--- src/rtl/hgn_pkg.sv ---
// ---------------------------------------------------------------------------
// hgn_pkg
// Shared types, constants and helpers for the 2D hashed gradient noise core.
// ---------------------------------------------------------------------------
package hgn_pkg;

   // Default fraction width of coordinates, frequency and internal values
   localparam int FRAC_BITS_DEF = 16;

   // Output format: signed Q1.16, saturated to +/- 1.0
   localparam int OUT_FRAC  = 16;
   localparam int OUT_W     = 18;
   localparam int OUT_LIMIT = 65536;

   // Register stages from request accept to result strobe
   localparam int PIPE_DEPTH = 8;

   // Corner hash multipliers and shift
   localparam logic [31:0] HASH_MUL_X = 32'd374761393;
   localparam logic [31:0] HASH_MUL_Y = 32'd668265263;
   localparam logic [31:0] HASH_MUL_S = 32'd1442695041;
   localparam logic [31:0] HASH_MUL_F = 32'd1274126177;
   localparam int          HASH_SHIFT = 13;

   // Fade polynomial 6t^5 - 15t^4 + 10t^3 coefficients
   localparam int FADE_A = 6;
   localparam int FADE_B = 15;
   localparam int FADE_C = 10;

   localparam logic [31:0] FREQ_RESET = 32'd65536;

   localparam int CSR_IDX_W = 1;

   typedef enum logic [CSR_IDX_W-1:0] {
      CSR_SEED = 1'b0,
      CSR_FREQ = 1'b1
   } csr_idx_type;

   typedef enum logic [1:0] {
      GRAD_POS_X = 2'd0,
      GRAD_NEG_X = 2'd1,
      GRAD_POS_Y = 2'd2,
      GRAD_NEG_Y = 2'd3
   } grad_type;

   // Only the low two bits of the final hash multiply are used, and those
   // depend only on the low two bits of each operand.
   function automatic grad_type hash_pick(input logic [31:0] h);
      logic [31:0] sh;
      logic [1:0]  mix;
      sh  = 32'($signed(h) >>> HASH_SHIFT);
      mix = h[1:0] ^ sh[1:0];
      return grad_type'(2'(mix * HASH_MUL_F[1:0]));
   endfunction

endpackage

--- src/rtl/hgn_fade.sv ---
// ---------------------------------------------------------------------------
// hgn_fade
// Three-stage fade curve 6t^5 - 15t^4 + 10t^3 on an unsigned fraction,
// result clamped to [0, 1], with no stall.
// ---------------------------------------------------------------------------
module hgn_fade
   import hgn_pkg::*;
#(
   parameter int FRAC_BITS = FRAC_BITS_DEF
) (
   input  logic                 clock,
   input  logic [FRAC_BITS-1:0] frac,
   output logic [FRAC_BITS:0]   fade
);

   localparam int F   = FRAC_BITS;
   localparam int AW  = F + 5;          // a = 6t - 15, b, c
   localparam int PW  = AW + F + 1;     // a * t
   localparam int QW  = AW + F + 2;     // t3 * c

   localparam logic signed [AW-1:0] A_OFS   = AW'(FADE_B) <<< F;
   localparam logic signed [AW-1:0] C_OFS   = AW'(FADE_C) <<< F;
   localparam logic signed [PW-1:0] HALF_P  = PW'(1) <<< (F - 1);
   localparam logic [2*F:0]         HALF_S  = (2*F+1)'(1) << (F - 1);
   localparam logic signed [QW-1:0] HALF_Q  = QW'(1) <<< (F - 1);
   localparam logic signed [QW-1:0] ONE_Q   = QW'(1) <<< F;

   // stage A: a*t and t*t
   logic signed [AW-1:0] a_w;
   logic signed [PW-1:0] ab_w;
   logic signed [PW-1:0] b_w;
   logic [2*F:0]         sq_w;
   logic signed [AW-1:0] c_in, c_ff;
   logic [F:0]           t2_in, t2_ff;
   logic [F-1:0]         ta_ff;

   always_comb begin
      a_w   = $signed({5'b0, frac}) * $signed(AW'(FADE_A)) - A_OFS;
      ab_w  = PW'(a_w) * PW'($signed({1'b0, frac}));
      b_w   = (ab_w + HALF_P) >>> F;
      c_in  = AW'(b_w) + C_OFS;
      sq_w  = (2*F+1)'(frac) * (2*F+1)'(frac) + HALF_S;
      t2_in = sq_w[2*F:F];
   end

   always_ff @(posedge clock) begin
      c_ff  <= c_in;
      t2_ff <= t2_in;
      ta_ff <= frac;
   end

   // stage B: t3 = t2 * t
   logic [2*F:0]         cube_w;
   logic [F:0]           t3_in, t3_ff;
   logic signed [AW-1:0] cb_ff;

   always_comb begin
      cube_w = (2*F+1)'(t2_ff) * (2*F+1)'(ta_ff) + HALF_S;
      t3_in  = cube_w[2*F:F];
   end

   always_ff @(posedge clock) begin
      t3_ff <= t3_in;
      cb_ff <= c_ff;
   end

   // stage C: f = t3 * c, clamp to [0, 1]
   logic signed [QW-1:0] fp_w;
   logic signed [QW-1:0] fq_w;
   logic [F:0]           fade_in, fade_ff;

   always_comb begin
      fp_w = QW'($signed({1'b0, t3_ff})) * QW'(cb_ff);
      fq_w = (fp_w + HALF_Q) >>> F;
      if (fq_w < 0) begin
         fade_in = '0;
      end else if (fq_w > ONE_Q) begin
         fade_in = ONE_Q[F:0];
      end else begin
         fade_in = fq_w[F:0];
      end
   end

   always_ff @(posedge clock) begin
      fade_ff <= fade_in;
   end

   assign fade = fade_ff;

endmodule

--- config.mk ---
export PLATFORM = sky130hd
export DESIGN_NAME = hgn_fade
export DESIGN_NICKNAME = d
export VERILOG_FILES = /design/src/rtl/hgn_pkg.sv /design/src/rtl/hgn_fade.sv
export SDC_FILE = /design/constraint.sdc
export NUM_CORES = 2
export LEC_CHECK = 0
export ABC_AREA = 1
export BUFFER_PORTS_ARGS = -buffer_cell sky130_fd_sc_hd__buf_2
export CAP_MARGIN = 20
export CORE_AREA = 3 3 308 310
export CTS_CLUSTER_DIAMETER = 100
export DETAILED_ROUTE_END_ITERATION = 12
export DIE_AREA = 0 0 311 313
export PLACE_DENSITY = 0.65
export SYNTH_ARGS = -nofsm -noshare
export SYNTH_HDL_FRONTEND = slang
export SYNTH_SLANG_ARGS = --single-unit
--- constraint.sdc ---
create_clock -name clock -period 18 [get_ports clock]
set_clock_uncertainty 0.05 [all_clocks]
set_input_delay 3.6 -clock clock [delete_from_list [all_inputs] [get_ports clock]]
set_output_delay 3.6 -clock clock [all_outputs]
set_load 0.05 [all_outputs]
-- Yosys cells after proc, flatten, opt, wreduce, memory -nomap -nowiden
Index checks and enable logic that the tools add are counted.
- register bits: 109
- input port bits: 17
- add/subtract/negate cells: 6
- multiply operators: 5
- order comparisons: 2
- multiplexer cells: 1
- reductions and logical operators: 1
- operator list (kind ; count):
    adder 39 x 17 -> 39 bit, second input constant ; 1
    multiplier 18 x 21 -> 39 bit ; 1
    adder 37 x 17 -> 37 bit, second input constant ; 1
    multiplier 21 x 17 -> 37 bit ; 1
    adder 32 x 16 -> 33 bit, second input constant ; 1
    adder 33 x 16 -> 33 bit, second input constant ; 1
    multiplier 17 x 16 -> 33 bit ; 1
    multiplier 16 x 16 -> 32 bit ; 1
    greater-than comparator 23 x 18 -> 1 bit, second input constant ; 1
    less-than comparator 23 x 1 -> 1 bit, second input constant ; 1
    adder 21 bit, second input constant ; 1
    subtractor 19 x 20 -> 21 bit, second input constant ; 1
    multiplier 16 x 2 -> 18 bit, second input constant ; 1
    two-way mux 17 bit ; 1
    OR reduction 2 bit ; 1

-- Longest topological paths before layout
- depth in word-level cells: 5
- gate-level depth with buffers: 42
- depth with buffers taken out: 39

-- Worst setup path after synthesis
OpenSTA, ideal clock, no wires.
- path kind: input to register
- start: input frac[1]
- end: register c_ff[19]
- setup time: 130 ps
- data arrival time: 11293 ps
- data required time: 17820 ps
- path slack: 6527 ps
- cell stages on the path: 37
- path through: clkbuf_1 > clkinv_1 > buf_1 > fa_1 > nand3b_1 > nand3_1 > a21oi_1 > o21bai_1 > nand3_1 > nand4_1 > or2_2 > nand2_2 > buf_2 > ha_1 > clkbuf_1 > clkbuf_1 > nand2_1 > fa_1 > fa_1 > fa_1 > inv_1 > fa_1 > fa_1 > inv_1 > fa_1 > inv_1 > ha_1 > a21oi_1 > inv_1 > a21oi_1 > o21ai_0 > a21oi_1 > nand2_1 > nand2_1 > nand2_1 > ha_1 > xor2_1
- cells in the longest elaborated chain, start to end: 5
- RTL lines (what ; RTL line ; text):
    from (decl) ; hgn_fade.sv:12 ; input logic [FRAC_BITS-1:0] frac,
    multiplier 16 x 2 -> 18 bit ; hgn_fade.sv:38 ; a_w = $signed({5'b0, frac}) * $signed(AW'(FADE_A)) - A_OFS;
    subtractor 19 x 20 -> 21 bit ; hgn_fade.sv:38 ;
    multiplier 21 x 17 -> 37 bit (*) ; hgn_fade.sv:39 ; ab_w = PW'(a_w) * PW'($signed({1'b0, frac}));
    adder 37 x 17 -> 37 bit (*) ; hgn_fade.sv:40 ; b_w = (ab_w + HALF_P) >>> F;
    adder 21 bit (*) ; hgn_fade.sv:41 ; c_in = AW'(b_w) + C_OFS;
    net c_in[19] ; hgn_fade.sv:33 ; logic signed [AW-1:0] c_in, c_ff;
    to (signal assigned) ; hgn_fade.sv:47 ; c_ff <= c_in;
    to (decl) ; hgn_fade.sv:33 ;
The timed path passes the listed nets; every way through them passes the cells marked *.
A chain may end at the register's enable or synchronous reset.

-- Worst setup path after layout
Ends and elaborated chain as after synthesis.

==> results.json <==
{
  "synthFlopType": "dfxtp_1",
  "grt_pass1_wl_microns": 194400,
  "first_iter_violations": 2398,
  "synth_nets": 7345,
  "reg2reg_depth": 23,
  "yosys.area.top_type": "fa_1",
  "ctsResizeCount": 0,
  "drive_above_1_share_pct": 2.313,
  "timing.rr.end": "fade[3]$_SDFF_PP0_",
  "setup_tns_ps": 0,
  "place_congestion": 0.9172,
  "synth_enable_flop_cells": 0,
  "clkSlewWorstSetupHoldPaths_ps": 90,
  "hp-start": "c_ff[2]$_DFF_P_",
  "ys_async_sr_fraction_pct": 0,
  "numCtsBuffers": 9,
  "place.port_buffers": 33,
  "slowest_delay_ps": 680,
  "synthTopCellsByArea": "fa_1, inv_1, ha_1",
  "cts_buffer_depth": 2,
  "fp.coreArea_sq_um": 91940,
  "critPathMaxFanout": 21,
  "regToRegSetupSlack_ps": 11030,
  "min_period_ps": 12410,
  "antenna_found_initial": 0,
  "rsz0062_at_grt": "false",
  "start_kind": "input port",
  "worst_setup_path_end_kind": "register",
  "clkLatencyLatePin_ps": 400,
  "syn-cell-area_sq_um": 46100,
  "outcome": "completed",
  "maxSlewViolCount": 0,
  "cap_violations": 0,
  "via_count": 34910,
  "root_buffer": "clkbuf_16",
  "viasPerCell": 5.022,
  "syn_inst": 5818,
  "max_slew_margin_pct": 28.58,
  "placed_area_sq_um": 47330,
  "fmax_ghz": 0.08059,
  "detail-route-antenna-nets": 0,
  "grt_overflow_total": 0,
  "hold_class": "register to register",
  "setup_violations": 0,
  "hold_viol": 0,
  "slowest_stage": "xor2_1",
  "cts_tree": "built",
  "arrival_ps": 12630,
  "drt_first_pass_iters": 5,
  "placementRows": 111,
  "grt_max_degree": 38,
  "yosys_register_bits": 109,
  "routed_wl_microns": 115600,
  "drc_errors": 0,
  "start_util_pct": 50.14,
  "yosysWarnings": 0,
  "grt_pass1_vias": 37360,
  "htree_num_levels": 3,
  "crit_path_frequent_cell": "fa_1",
  "post_cts_buffers": 0,
  "startpoint": "frac[1]",
  "n_antenna_cell": 0,
  "crit_path_end": "c_ff[19]$_DFF_P_",
  "grt_usage_pct": 25.01,
  "seq_area_frac_synth_pct": 4.733,
  "avgRoutedWirePerCell_microns": 16.64,
  "die-area_sq_um": 97340,
  "ios": 34,
  "nets": 7230,
  "dieHeight_microns": 313,
  "crit_type": "input port to register",
  "synth_cell_types": 49,
  "r2r-start": "cb_ff[20]$_DFF_P_",
  "dp_hpwl_microns": 95600,
  "synth_top_cell_area_share_pct": 45.42,
  "clock_sinks": 109,
  "syn_area_per_cell_sq_um": 7.924,
  "die_w_microns": 311,
  "area_growth_pct": 3.379,
  "holdBufCountCts": 0,
  "cp.required_ps": 18230,
  "period_share_pct": 68.94,
  "fin_area_sq_um": 47660,
  "tightest_slew_ps": 1064
}
[state kept, by name, summed over array words and instances, names as in the netlist]
signal	count
t3_ff	17
ta_ff	16
t2_ff	17
cb_ff	21
fade	17
c_ff	21
[worst max-delay path, delay by kind of cell]
kind                       cells  cell delay, ps
AOI/OAI and AO/OA              6            1070
xor gates and xnor gates       2             830
adders and majority gates     10            4600
buffers and inverters          8            1210
and+or+nand+nor               10            1310
[layout by cell type (no fill, tap or decap), drive strengths merged]
| cell | n |
|---|---|
| fa | 1046 |
| dfxtp | 109 |
| clkbuf | 10 |
| nand3b | 4 |
| buf | 67 |
| nand2 | 1286 |
| o2111ai | 2 |
| a21o | 13 |
| o21ai | 76 |
| a31oi | 17 |
| nor4 | 5 |
| nand3 | 67 |
| a21boi | 10 |
| a221oi | 3 |
| o21a | 7 |
| or2 | 10 |
| ha | 464 |
| xor2 | 55 |
| bufinv | 1 |
| o311ai | 1 |
| nor3 | 26 |
| o211ai | 4 |
| clkinv | 8 |
| xnor2 | 36 |
| and2 | 1 |
| o221a | 2 |
| a21oi | 145 |
| inv | 1853 |
| a31o | 1 |
| nand4 | 30 |
| nor2 | 331 |
| a211oi | 4 |
| o21bai | 14 |
[cell type report]
| type | instances | area, sq um |
|---|---|---|
| sequential | 109 | 2182 |
| multi-input combinational | 3660 | 36210 |
| clock buffer | 10 | 239.0 |
| clock inverter | 6 | 83.83 |
| inverter | 1856 | 6967 |
| timing repair buffer | 67 | 420.4 |
| fill | 8945 | 44280 |
| tap | 1243 | 1555 |
[synth_stat cells, types with 9 or more instances]
cell type	number
xnor2_1	36
nor2_1	318
clkbuf_1	181
o21bai_1	13
nor2_2	12
ha_1	464
xor2_1	53
a21boi_0	9
fa_1	1046
a21o_1	13
o21ai_0	73
nand4_1	30
a31oi_1	17
or2_2	10
dfxtp_1	109
nor3_1	21
nand2_1	1279
a21oi_1	144
nand3_1	66
inv_1	1845
[through the flow]
step,std cells,utilization (%),hold WS [ps],setup slack [ps]
3_3_place_gp,6935,51.48,260.2,5499
2_1_floorplan,5818,-,259.6,6527
5_1_grt,6951,51.83,277.0,4976
4_1_cts,6951,51.83,263.3,5708
6_report,6951,51.83,265.3,5591
3_5_place_dp,6935,51.48,262.1,5289
[cells by family after synthesis]
family / share of synthesized area, %
buf+inv: 16.72
simple gates: 15.07
fa+ha+maj: 58.02
compound gates: 3.694
flops: 4.733
xor+xnor: 1.761
[how the worst min path moves through the flow]
stage          cells past startpoint               end
4_1_cts                            0  cb_ff[2]$_DFF_P_
2_1_floorplan                      0  cb_ff[0]$_DFF_P_
5_1_grt                            0  cb_ff[4]$_DFF_P_
6_report                           0  cb_ff[2]$_DFF_P_
3_5_place_dp                       0  cb_ff[0]$_DFF_P_
3_3_place_gp                       0  cb_ff[0]$_DFF_P_
[routing by layer]
metal  share of wire, %  vias up  GRT usage, %  wire, microns
li1                   -    16220             -              -
met4                2.5        0         6.095           2939
met3                6.0      175         2.645           6915
met1                 43    17460         34.14          49860
met2                 48     1054         42.98          55930
met5                  0        -             0              0
Power is left out: the tool's default activity adds up to more than one toggle a clock period on the data nets, which glitch-free logic cannot reach.
